===== src/rtl/core/wmhe_pkg.sv =====
// Shared constants, types and helpers for the 802.11 MAC header extractor.
package wmhe_pkg;

  localparam int LENGTH_BITS = 16;
  localparam logic [LENGTH_BITS-1:0] COUNT_MAX = '1;

  localparam int DATA_W = 320;

  localparam logic [1:0] VERSION_ZERO = 2'd0;
  localparam logic [1:0] TYPE_MGMT = 2'd0;
  localparam logic [1:0] TYPE_CTRL = 2'd1;
  localparam logic [1:0] TYPE_DATA = 2'd2;

  localparam logic [3:0] SUB_MGMT_MAX = 4'd12;
  localparam logic [3:0] SUB_CTRL_MIN = 4'd8;
  localparam logic [3:0] SUB_DATA_MAX = 4'd8;
  localparam logic [3:0] SUB_QOS_DATA = 4'd8;

  // Distribution bits: bit 0 is ToDS, bit 1 is FromDS.
  localparam logic [1:0] DS_NONE = 2'd0;
  localparam logic [1:0] DS_FROM = 2'd2;

  localparam int unsigned RADIOTAP_MIN   = 8;
  localparam int unsigned HDR_MIN        = 24;
  localparam int unsigned HDR_QOS_END    = 26;
  localparam int unsigned HDR_STAMP_END  = 32;
  localparam int unsigned HDR_INTVL_END  = 34;
  localparam int unsigned HDR_CAPAB_END  = 36;
  localparam int unsigned CAPTURE_SAT    = 32'h0000_FFFF;

  typedef struct packed {
    logic        accepted;
    logic [15:0] frame_ctrl;
    logic [15:0] duration_id;
    logic [47:0] destination_address;
    logic [47:0] source_address;
    logic [47:0] bss_identifier;
    logic [11:0] seq_num;
    logic [63:0] beacon_timestamp;
    logic [15:0] beacon_period;
    logic [15:0] capab_bits;
    logic [15:0] qos_ctrl;
    logic [15:0] capture_length;
  } result_t;

  function automatic logic subtype_ok(input logic [1:0] ftype, input logic [3:0] sub);
    logic ok;
    ok = 1'b0;
    unique case (ftype)
      TYPE_MGMT: ok = (sub <= SUB_MGMT_MAX);
      TYPE_CTRL: ok = (sub >= SUB_CTRL_MIN);
      TYPE_DATA: ok = (sub <= SUB_DATA_MAX);
      default:   ok = 1'b0;
    endcase
    return ok;
  endfunction

endpackage


===== src/rtl/core/wlan_mac_header_extractor_top.sv =====
// Top level of the 802.11 MAC header extractor: byte capture, checks and result buffer.
// The result of a capture is registered into the result buffer as its last byte is accepted.
// Throughput: one byte per cycle; a two-entry result buffer keeps input flowing while a
// result waits, so input stalls only when both result entries are held.
// Reset: synchronous, active high; clears the mode register, all capture state and the
// result buffer.
module wlan_mac_header_extractor_top
  import wmhe_pkg::*;
(
  input  logic              clk,
  input  logic              rst,
  input  logic              s_tvalid,
  output logic              s_tready,
  input  logic [7:0]        s_tdata,   // data_byte
  input  logic              s_tlast,   // last_byte
  output logic              m_tvalid,
  input  logic              m_tready,
  // frame_ctrl, duration_id, destination_address, source_address, bss_identifier,
  // seq_num, beacon_timestamp, beacon_period, capab_bits, qos_ctrl,
  // capture_length, then zero padding
  output logic [DATA_W-1:0] m_tdata,
  output logic              m_tuser,   // accepted
  input  logic              cfg_valid,
  output logic              cfg_ready,
  input  logic              cfg_data   // radiotap_mode
);

  logic                   radiotap_mode;
  logic                   frame_mode, frame_mode_next;
  logic [LENGTH_BITS-1:0] byte_count, byte_count_next;
  logic [15:0]            header_skip, header_skip_next;
  logic [23:0]            prefix_bytes, prefix_bytes_next;
  logic [15:0]            control_word, control_word_next;
  logic [15:0]            duration_word, duration_word_next;
  logic [47:0]            address_one, address_one_next;
  logic [47:0]            address_two, address_two_next;
  logic [47:0]            address_three, address_three_next;
  logic [15:0]            sequence_word, sequence_word_next;
  logic [63:0]            timestamp_word, timestamp_word_next;
  logic [15:0]            interval_word, interval_word_next;
  logic [15:0]            capability_word, capability_word_next;
  logic [15:0]            qos_word, qos_word_next;

  logic    out_valid, skid_valid;
  result_t out_res, skid_res, res;
  logic    in_fire, res_fire, out_pop;

  assign cfg_ready = 1'b1;
  assign s_tready  = !skid_valid;
  assign in_fire   = s_tvalid && s_tready;
  assign res_fire  = in_fire && s_tlast;
  assign out_pop   = out_valid && m_tready;

  always_comb begin
    logic                   mode;
    logic                   gen_en;
    logic [31:0]            rel;
    logic [5:0]             r;
    logic [7:0]             b;
    logic [31:0]            pb;
    logic [31:0]            total, skip, hlen;
    logic [1:0]             ftype, ds;
    logic [3:0]             sub;
    logic                   ok;

    b    = s_tdata;
    mode = (byte_count == '0) ? radiotap_mode : frame_mode;

    frame_mode_next      = mode;
    byte_count_next      = byte_count;
    header_skip_next     = header_skip;
    prefix_bytes_next    = prefix_bytes;
    control_word_next    = control_word;
    duration_word_next   = duration_word;
    address_one_next     = address_one;
    address_two_next     = address_two;
    address_three_next   = address_three;
    sequence_word_next   = sequence_word;
    timestamp_word_next  = timestamp_word;
    interval_word_next   = interval_word;
    capability_word_next = capability_word;
    qos_word_next        = qos_word;

    gen_en = 1'b0;
    rel    = 32'(byte_count);
    pb     = {b, prefix_bytes};

    if (byte_count < COUNT_MAX) begin
      if (byte_count < LENGTH_BITS'(3)) begin
        prefix_bytes_next[8*byte_count[1:0] +: 8] = b;
      end
      if (!mode) begin
        gen_en = 1'b1;
      end else if (byte_count == LENGTH_BITS'(3)) begin
        // Radiotap length is complete; bytes already held start the MAC header if it is short.
        header_skip_next = pb[31:16];
        for (int k = 0; k < 4; k++) begin
          if (pb[31:16] <= 16'd3 && (k + int'(pb[17:16])) <= 3) begin
            if (k < 2) begin
              control_word_next[8*k +: 8] = control_word_next[8*k +: 8] |
                                            pb[8*(k + int'(pb[17:16])) +: 8];
            end else begin
              duration_word_next[8*(k-2) +: 8] = duration_word_next[8*(k-2) +: 8] |
                                                 pb[8*(k + int'(pb[17:16])) +: 8];
            end
          end
        end
      end else if (byte_count > LENGTH_BITS'(3) &&
                   32'(byte_count) >= 32'(header_skip)) begin
        gen_en = 1'b1;
        rel    = 32'(byte_count) - 32'(header_skip);
      end
      byte_count_next = LENGTH_BITS'(32'(byte_count) + 32'd1);
    end

    r = rel[5:0];
    if (gen_en && rel < 32'(HDR_CAPAB_END)) begin
      if (r < 6'd2) begin
        control_word_next[8*r +: 8] = control_word_next[8*r +: 8] | b;
      end else if (r < 6'd4) begin
        duration_word_next[8*(r-6'd2) +: 8] = duration_word_next[8*(r-6'd2) +: 8] | b;
      end else if (r < 6'd10) begin
        address_one_next[8*(6'd9-r) +: 8] = address_one_next[8*(6'd9-r) +: 8] | b;
      end else if (r < 6'd16) begin
        address_two_next[8*(6'd15-r) +: 8] = address_two_next[8*(6'd15-r) +: 8] | b;
      end else if (r < 6'd22) begin
        address_three_next[8*(6'd21-r) +: 8] = address_three_next[8*(6'd21-r) +: 8] | b;
      end else if (r < 6'd24) begin
        sequence_word_next[8*(r-6'd22) +: 8] = sequence_word_next[8*(r-6'd22) +: 8] | b;
      end else if (r < 6'd32) begin
        timestamp_word_next[8*(r-6'd24) +: 8] = timestamp_word_next[8*(r-6'd24) +: 8] | b;
        if (r < 6'd26) begin
          qos_word_next[8*(r-6'd24) +: 8] = qos_word_next[8*(r-6'd24) +: 8] | b;
        end
      end else if (r < 6'd34) begin
        interval_word_next[8*(r-6'd32) +: 8] = interval_word_next[8*(r-6'd32) +: 8] | b;
      end else begin
        capability_word_next[8*(r-6'd34) +: 8] = capability_word_next[8*(r-6'd34) +: 8] | b;
      end
    end

    // Checks and field selection on the state as it stands after this byte.
    total = 32'(byte_count_next);
    skip  = mode ? 32'(header_skip_next) : 32'd0;
    hlen  = (total > skip) ? (total - skip) : 32'd0;
    ftype = control_word_next[3:2];
    sub   = control_word_next[7:4];
    ds    = control_word_next[9:8];
    ok    = 1'b1;
    if (mode && (total < 32'(RADIOTAP_MIN) || skip >= total)) ok = 1'b0;
    if (hlen < 32'(HDR_MIN)) ok = 1'b0;
    if (control_word_next[1:0] != VERSION_ZERO) ok = 1'b0;
    if (!subtype_ok(ftype, sub)) ok = 1'b0;

    res = '0;
    if (ok) begin
      res.accepted    = 1'b1;
      res.frame_ctrl  = control_word_next;
      res.duration_id = duration_word_next;
      case (ds)
        DS_NONE: begin
          res.destination_address = address_one_next;
          res.source_address      = address_two_next;
          res.bss_identifier      = address_three_next;
        end
        DS_FROM: begin
          res.destination_address = address_one_next;
          res.source_address      = address_three_next;
          res.bss_identifier      = address_two_next;
        end
        default: begin
          res.destination_address = address_three_next;
          res.source_address      = address_two_next;
          res.bss_identifier      = address_one_next;
        end
      endcase
      res.seq_num = sequence_word_next[11:0];
      if (ftype == TYPE_MGMT) begin
        if (hlen >= 32'(HDR_STAMP_END)) res.beacon_timestamp = timestamp_word_next;
        if (hlen >= 32'(HDR_INTVL_END)) res.beacon_period    = interval_word_next;
        if (hlen >= 32'(HDR_CAPAB_END)) res.capab_bits       = capability_word_next;
      end
      if (ftype == TYPE_DATA && sub == SUB_QOS_DATA && hlen >= 32'(HDR_QOS_END)) begin
        res.qos_ctrl = qos_word_next;
      end
      res.capture_length = (total > CAPTURE_SAT) ? 16'hFFFF : 16'(total);
    end
  end

  always_ff @(posedge clk) begin
    if (rst) begin
      radiotap_mode <= 1'b0;
    end else if (cfg_valid && cfg_ready) begin
      radiotap_mode <= cfg_data;
    end
  end

  always_ff @(posedge clk) begin
    if (rst || res_fire) begin
      frame_mode      <= 1'b0;
      byte_count      <= '0;
      header_skip     <= '0;
      prefix_bytes    <= '0;
      control_word    <= '0;
      duration_word   <= '0;
      address_one     <= '0;
      address_two     <= '0;
      address_three   <= '0;
      sequence_word   <= '0;
      timestamp_word  <= '0;
      interval_word   <= '0;
      capability_word <= '0;
      qos_word        <= '0;
    end else if (in_fire) begin
      frame_mode      <= frame_mode_next;
      byte_count      <= byte_count_next;
      header_skip     <= header_skip_next;
      prefix_bytes    <= prefix_bytes_next;
      control_word    <= control_word_next;
      duration_word   <= duration_word_next;
      address_one     <= address_one_next;
      address_two     <= address_two_next;
      address_three   <= address_three_next;
      sequence_word   <= sequence_word_next;
      timestamp_word  <= timestamp_word_next;
      interval_word   <= interval_word_next;
      capability_word <= capability_word_next;
      qos_word        <= qos_word_next;
    end
  end

  // Two-entry result buffer: the skid entry catches a result while the output is held.
  always_ff @(posedge clk) begin
    if (rst) begin
      out_valid  <= 1'b0;
      skid_valid <= 1'b0;
    end else if (out_pop) begin
      if (skid_valid) begin
        out_res    <= skid_res;
        skid_valid <= 1'b0;
      end else if (res_fire) begin
        out_res <= res;
      end else begin
        out_valid <= 1'b0;
      end
    end else if (res_fire) begin
      if (!out_valid) begin
        out_res   <= res;
        out_valid <= 1'b1;
      end else begin
        skid_res   <= res;
        skid_valid <= 1'b1;
      end
    end
  end

  assign m_tvalid = out_valid;
  assign m_tuser  = out_res.accepted;
  assign m_tdata  = {4'b0000,
                     out_res.capture_length,
                     out_res.qos_ctrl,
                     out_res.capab_bits,
                     out_res.beacon_period,
                     out_res.beacon_timestamp,
                     out_res.seq_num,
                     out_res.bss_identifier,
                     out_res.source_address,
                     out_res.destination_address,
                     out_res.duration_id,
                     out_res.frame_ctrl};

  a_skid_implies_out: assert property (@(posedge clk) disable iff (rst)
    skid_valid |-> out_valid)
    else $error("Skid entry held while the output entry is empty.");

  a_reject_is_zero: assert property (@(posedge clk) disable iff (rst)
    (out_valid && !m_tuser) |-> (m_tdata == '0))
    else $error("Rejected frame carries non-zero fields.");

  a_clear_after_last: assert property (@(posedge clk) disable iff (rst)
    res_fire |=> (byte_count == '0 && control_word == '0 && header_skip == '0))
    else $error("Capture state not cleared after the final byte.");

  a_result_enters: assert property (@(posedge clk) disable iff (rst)
    res_fire |=> out_valid)
    else $error("Final byte accepted but no result is presented.");

endmodule

===== config.mk =====
export PLATFORM = sky130hd
export DESIGN_NAME = wlan_mac_header_extractor_top
export DESIGN_NICKNAME = d
export VERILOG_FILES = /design/src/rtl/core/wmhe_pkg.sv /design/src/rtl/core/wlan_mac_header_extractor_top.sv
export SDC_FILE = /design/constraint.sdc
export NUM_CORES = 2
export LEC_CHECK = 0
export BUFFER_PORTS_ARGS = -buffer_cell sky130_fd_sc_hd__buf_2
export CELL_PAD_IN_SITES_DETAIL_PLACEMENT = 0
export CELL_PAD_IN_SITES_GLOBAL_PLACEMENT = 1
export CORE_UTILIZATION = 35
export DETAILED_ROUTE_END_ITERATION = 16
export GPL_TIMING_DRIVEN = 0
export PLACE_DENSITY_LB_ADDON = 0.1
export SYNTH_ARGS = -nofsm -noshare
export SYNTH_HDL_FRONTEND = slang
export SYNTH_SLANG_ARGS = --single-unit
export TNS_END_PERCENT = 100

===== constraint.sdc =====
create_clock -name clk -period 116.2 [get_ports clk]
set_input_delay 17.43 -clock clk [delete_from_list [all_inputs] [get_ports clk]]
set_output_delay 17.43 -clock clk [all_outputs]
set_load 0.02 [all_outputs]

# After elaboration in Yosys (flattened, before gate mapping)

Cells that the tools add are included.

Muxes and demuxes: 119
$add $sub $neg: 24
Order comparisons: 30
Equal/unequal tests: 8
Shifts and indexed selects: 36
Bitwise gates (word level): 21
Reduce and logical (&&, ||, !) cells: 28

Operators by type and width:

| cell                    | number |
|---|---|
| $mux 317                | 6 |
| $mux 16                 | 46 |
| $mux 48                 | 15 |
| $mux 64                 | 9 |
| $pmux 144 s2            | 1 |
| $neg 32->34             | 8 |
| $shift 8x34->16 const A | 6 |
| $shiftx 8x34->16        | 6 |
| $shiftx 16x33->8        | 5 |
| $mux 32                 | 5 |
| $bwmux 48               | 3 |
| $shift 8x34->48 const A | 3 |
| $shiftx 48x33->8        | 3 |
| $shiftx 8x34->48        | 3 |
| $or 8x8->8              | 14 |
| $bwmux 16               | 6 |
| $ge 32x6->1 const B     | 3 |
| $le 32x3->1 const B     | 3 |
| $mux 96                 | 1 |
| $shiftx 32x7->8         | 3 |
| $mux 12                 | 7 |
| $bwmux 64               | 1 |
| $shift 8x34->64 const A | 1 |
| $shiftx 64x33->8        | 1 |
| other kinds (56)        | 107 |

Input bits: 15
Logic and storage cells: 308
Output and inout port bits: 324
Flip-flop bits (word level): 998

# Longest topological paths before layout

Depth after elaboration: 26
Gate-level depth with buffers: 34
Gate-level depth less buffers: 28

# Worst setup path before layout

No wires, ideal clock.

Kind: input to register
From: input s_tvalid
To: register skid_res[0] (netlist bit), enable pin
Setup time: 1.887 ns
Stages on the path: 4
Path slack: 64.221 ns
Data arrival time: 50.092 ns
Cells stage by stage: nor2b_1 clkbuf_1 nand2_1 nor4b_1

Longest elaborated chain between the ends: 3

Ends and longest elaborated chain:

| element                           | line                                 | source |
|---|---|---|
| from (decl)                       | wlan_mac_header_extractor_top.sv:12  | `input logic s_tvalid,` |
| $logic_and 1x1->1                 | wlan_mac_header_extractor_top.sv:50  | `assign in_fire = s_tvalid && s_tready;` |
| $logic_and 1x1->1                 | wlan_mac_header_extractor_top.sv:51  | `assign res_fire = in_fire && s_tlast;` |
| $reduce_and 4->1 (no source line) | n/a                                  |  |
| to (signal assigned)              | wlan_mac_header_extractor_top.sv:251 | `skid_res <= res;` |
| to (decl)                         | wlan_mac_header_extractor_top.sv:45  | `result_t out_res, skid_res, res;` |

No other way between the ends.
A chain may end at the register's enable or synchronous reset.

# Worst setup path in the final report

From: input s_tdata[1]
To: register out_res, in the netlist m_tdata[309], data pin

Longest elaborated chain between the ends: 19

Ends and longest elaborated chain:

| element                                                | line                                                                       | source |
|---|---|---|
| from (decl)                                            | wlan_mac_header_extractor_top.sv:14                                        | `input logic [7:0] s_tdata,` |
| $le 16x2->1 (tied with other cells)                    | wlan_mac_header_extractor_top.sv:98                                        | `if (pb[31:16] <= 16'd3 && (k + int'(pb[17:16])) <= 3) begin` |
| $logic_and 1x1->1 / $or 8x8->8 (equally long branches) | wlan_mac_header_extractor_top.sv:98, wlan_mac_header_extractor_top.sv:100  |  |
| $mux 8                                                 | wlan_mac_header_extractor_top.sv:98                                        |  |
| $mux 16                                                | wlan_mac_header_extractor_top.sv:94                                        | `end else if (byte_count == LENGTH_BITS'(3)) begin` |
| $mux 16                                                | wlan_mac_header_extractor_top.sv:92                                        | `if (!mode) begin` |
| $mux 16                                                | wlan_mac_header_extractor_top.sv:88                                        | `if (byte_count < COUNT_MAX) begin` |
| $shiftx 16x10->8                                       | wlan_mac_header_extractor_top.sv:119                                       | `control_word_next[8*r +: 8] = control_word_next[8*r +: 8] \| b;` |
| $or 8x8->8                                             | wlan_mac_header_extractor_top.sv:119                                       |  |
| [... 3 more ...]                                       | n/a                                                                        |  |
| $mux 16                                                | wlan_mac_header_extractor_top.sv:117                                       | `if (gen_en && rel < 32'(HDR_CAPAB_END)) begin` |
| $le 4x4->1 (tied with other cells)                     | wmhe_pkg.sv:52                                                             | `TYPE_DATA: ok = (sub <= SUB_DATA_MAX);` |
| $pmux 1 s3 / $mux 1 (equally long branches)            | wmhe_pkg.sv:49, wlan_mac_header_extractor_top.sv:152                       |  |
| $mux 1 (*)                                             | wlan_mac_header_extractor_top.sv:153                                       | `if (!subtype_ok(ftype, sub)) ok = 1'b0;` |
| $mux 317 (*)                                           | wlan_mac_header_extractor_top.sv:156                                       | `if (ok) begin` |
| $mux 317, on equally long branches                     | wlan_mac_header_extractor_top.sv:247, wlan_mac_header_extractor_top.sv:241 |  |
| $mux 317, on equally long branches                     | wlan_mac_header_extractor_top.sv:246, wlan_mac_header_extractor_top.sv:238 |  |
| $mux 317 (*)                                           | wlan_mac_header_extractor_top.sv:237                                       | `end else if (out_pop) begin` |
| to (signal assigned)                                   | wlan_mac_header_extractor_top.sv:239                                       | `out_res <= skid_res;` |
| to (signal assigned)                                   | wlan_mac_header_extractor_top.sv:242                                       | `out_res <= res;` |
| to (signal assigned)                                   | wlan_mac_header_extractor_top.sv:248                                       | `out_res <= res;` |
| to (decl)                                              | wlan_mac_header_extractor_top.sv:45                                        |  |

Mark *: on every way between the ends. The rest lies on a longest branch, timed or not. The select of a mux whose other input is x is not followed.

==> summary.txt <==
Clock network
  – Worst-case clock buffer depth: 3
  – CTS resizes: 0
  – Total CTS buffers: 113
  – Htree depth: 3
  – CTS Sinks: 998
  – Hold-fix buffers, CTS: 0
  – Reg clk slew, reported paths: 60 ps
  – Setup Fix Bufs, Post-CTS: 0
  – CTS tree: built
  – CTS root buffer: clkbuf_16
  – Worst skew pair latency: 800 ps

Synthesis
  – Sequential-to-total area share from yosys stat: 47.7%
  – Top FF cell, synth: edfxtp_1
  – Mapped cell area: 55200 um^2
  – Post-synth EDFFs: 634
  – Async SR Flop Fraction: 0%
  – Synth Register Bits: 998
  – Mean Syn Cell Area: 9.62 um^2
  – Synth warn: 0
  – Synth cell types: 112
  – Post-Syn Instances: 5734

Power
  – Power Total: 911 uW
  – Static leakage: 0.0229 uW
  – Pwr dens: 14.2 nW/um^2
  – Peak supply drop: 0.0130 mV

Cells and area
  – # nets final: 6390
  – Share of cells above drive strength 1: 14.8%
  – Multi-input gate area: 26600 um^2
  – Fillers: 15.8k
  – Commonest non-fill, non-tap cell in the layout: nor2_1
  – Most frequent cells in the layout: 885 x nor2_1, 721 x nand2_1, 634 x edfxtp_1, 484 x mux2i_1, 450 x buf_2
  – Layout area overhead: 16.2%
  – Final Cell Area: 64100 um^2
  – Post-Layout Cell Count: 8406
  – Sequential cell area: 26300 um^2

STA
  – Final Critical Period: 24450 ps
  – Final Hold Vio Count: 0
  – Final clock skew: 100 ps
  – Least-Margin Pin Slew: 1560 ps
  – Setup tns final: 0 ps
  – Final period util: 21.0%
  – Final setup vio count: 0
  – Pins Over Slew Limit: 10
  – Unrepaired setup endpoints after global routing: false
  – Max Fclk: 40.9 MHz
  – Slew HR: -7.13%

Global route
  – Global route total overflow: 0
  – Initial antenna violation count: 15
  – Largest net degree at the start of global routing: 22
  – First-pass GRT wire length: 344000 um
  – Vias in the first global route: 45.9k
  – GRT Overall Usage: 30.0%

Placement
  – Quantity of I/O buffers inserted on ports: 328
  – Placed cell areas: 60200 um^2
  – # placed instances: 8192
  – GPL Wtd Cong: 0.990
  – Post-DP HPWL: 189000 um

Job
  – Max-Cap Viols: 1

Drt
  – Post-route DRC: 0
  – Routed WL: 245000 um
  – Number of DRC markers in iteration 0: 4835
  – ANT nets after route: 0
  – First-pass detailed-route iteration total: 6
  – Routed length per instance: 29.2 um
  – Routed vias: 48.6k
  – Via density: 5.78

Die
  – Core ar.: 156000 um^2
  – Boundary Pins: 339
  – Die area: 159000 um^2
  – Die W: 399 um
  – Initial core utilization: 35.3%
  – # rows: 145
  – Die height: 399 um

Status
  – Run status: finished with violations
  – Failing checks: capacitance limit, slew limit

Setup path
  – Worst EP arrival: 24840 ps
  – Worst EP required: 116590 ps
  – Worst setup EP type: flop
  – CP Launch Type: primary input
  – Crit Path Max Fanout: 10
  – CP Class: in2reg

Worst hold path
  – Hold/Removal Path Class: reg2reg
-- synth_stat cells, types with 28 or more instances --
| library cell | n | share of area [%] |
|---|---|---|
| nor2_1 | 885 | 6.0 |
| nand2_1 | 721 | 4.9 |
| edfxtp_1 | 634 | 35 |
| mux2i_1 | 485 | 8.8 |
| dfxtp_1 | 364 | 13 |
| a21oi_1 | 301 | 2.7 |
| o31ai_1 | 288 | 3.9 |
| clkbuf_1 | 270 | 1.8 |
| nor3_1 | 145 | 1.3 |
| mux2_2 | 133 | 2.7 |
| ha_1 | 124 | 2.8 |
| nand3_1 | 123 | 1.1 |
| buf_2 | 121 | 1.1 |
| o21ai_0 | 114 | 1.0 |
| a211oi_1 | 98 | 1.3 |
| inv_1 | 84 | 0.57 |
| nand4_1 | 54 | 0.61 |
| nor4_1 | 47 | 0.53 |
| and2_1 | 44 | 0.50 |
| xnor2_1 | 39 | 0.62 |
| nor2b_1 | 35 | 0.40 |
| buf_4 | 28 | 0.38 |
-- final timing paths --
kind | start | endpoint | slack, ps | cells past startpoint
max | s_tdata[1] | m_tdata[309]$_DFFE_PP_ | 91750 | 19
min | prefix_bytes[2]$_SDFFE_PP0P_ | prefix_bytes[2]$_SDFFE_PP0P_ | 450 | 2
min reg2reg | prefix_bytes[2]$_SDFFE_PP0P_ | prefix_bytes[2]$_SDFFE_PP0P_ | 450 | 2
max reg2reg | byte_count[0]$_SDFFE_PP0P_ | m_tdata[85]$_DFFE_PP_ | 102390 | 21
-- final cells by class --
type / count / area share, %
clock buffers: 133 / 4.59
inverters: 94 / 0.555
multi-input cells: 4202 / 41.6
flip-flops and latches: 998 / 41.1
repair buffers: 395 / 3.71
diodes: 2 / 0.00781
well taps: 2058 / 4.02
clock inverters: 79 / 1.45
plain buffers: 445 / 3.02
-- state kept, by name, summed over array words and instances (netlist names), 24 cells and up --
name / cells
address_one: 48
address_three: 48
address_two: 48
m_tdata: 316
prefix_bytes: 24
skid_res: 317
timestamp_word: 64
-- per-layer routing --
layer	share of wire, %	GRT usage (%)	vias to the layer above
met2	45	47.7	2048
met3	6.7	4.20	445
met5	0.014	0	-
met4	5.0	13.6	4
met1	43	40.5	24100
li1	-	-	22000
-- logic make-up after synthesis --
family                     count (synthesis)  share of synthesized area (%)
AOI/OAI and AO/OA                       1147                           14.4
xor gates and xnor gates                  61                           1.04
adders and majority gates                126                           2.89
buffers and inverters                    539                           4.14
DFF                                      998                           47.7
muxes                                    627                           11.7
other                                      2                         0.0136
and+or+nand+nor                         2234                           18.1
-- where the power goes --
part / internal (uW) / switching (uW) / leakage [uW]
Sequential: 383 / 3.65 / 0.00881
Clock: 216 / 163 / 0.00186
Combinational: 32.8 / 112 / 0.0122
-- worst max-delay path, stage by stage --
cell      delay (ps)
clkbuf_1         990
buf_1           1090
mux2_2           340
nand2_1           60
ha_1             290
clkbuf_1         200
a21oi_1          350
or4b_2           640
o211ai_1         160
a21oi_1          170
o21ai_0          590
a31oi_1          160
o21a_1           200
o21ai_1          300
and2b_1          280
a21oi_2          400
buf_2            460
buf_2            340
o21ai_0          350
-- through the flow --
step | util [%] | hold slack [ps] | setup slack (ps)
finish | 41.0 | 449 | 91750
global route | 41.0 | 468 | 91760
CTS | 41.0 | 447 | 91890
detailed placement | 38.5 | 441 | 91080
global placement | 38.0 | 438 | 44470
floorplan | - | 427 | 64220
No activity file was read; power rests on OpenSTA's default activity.
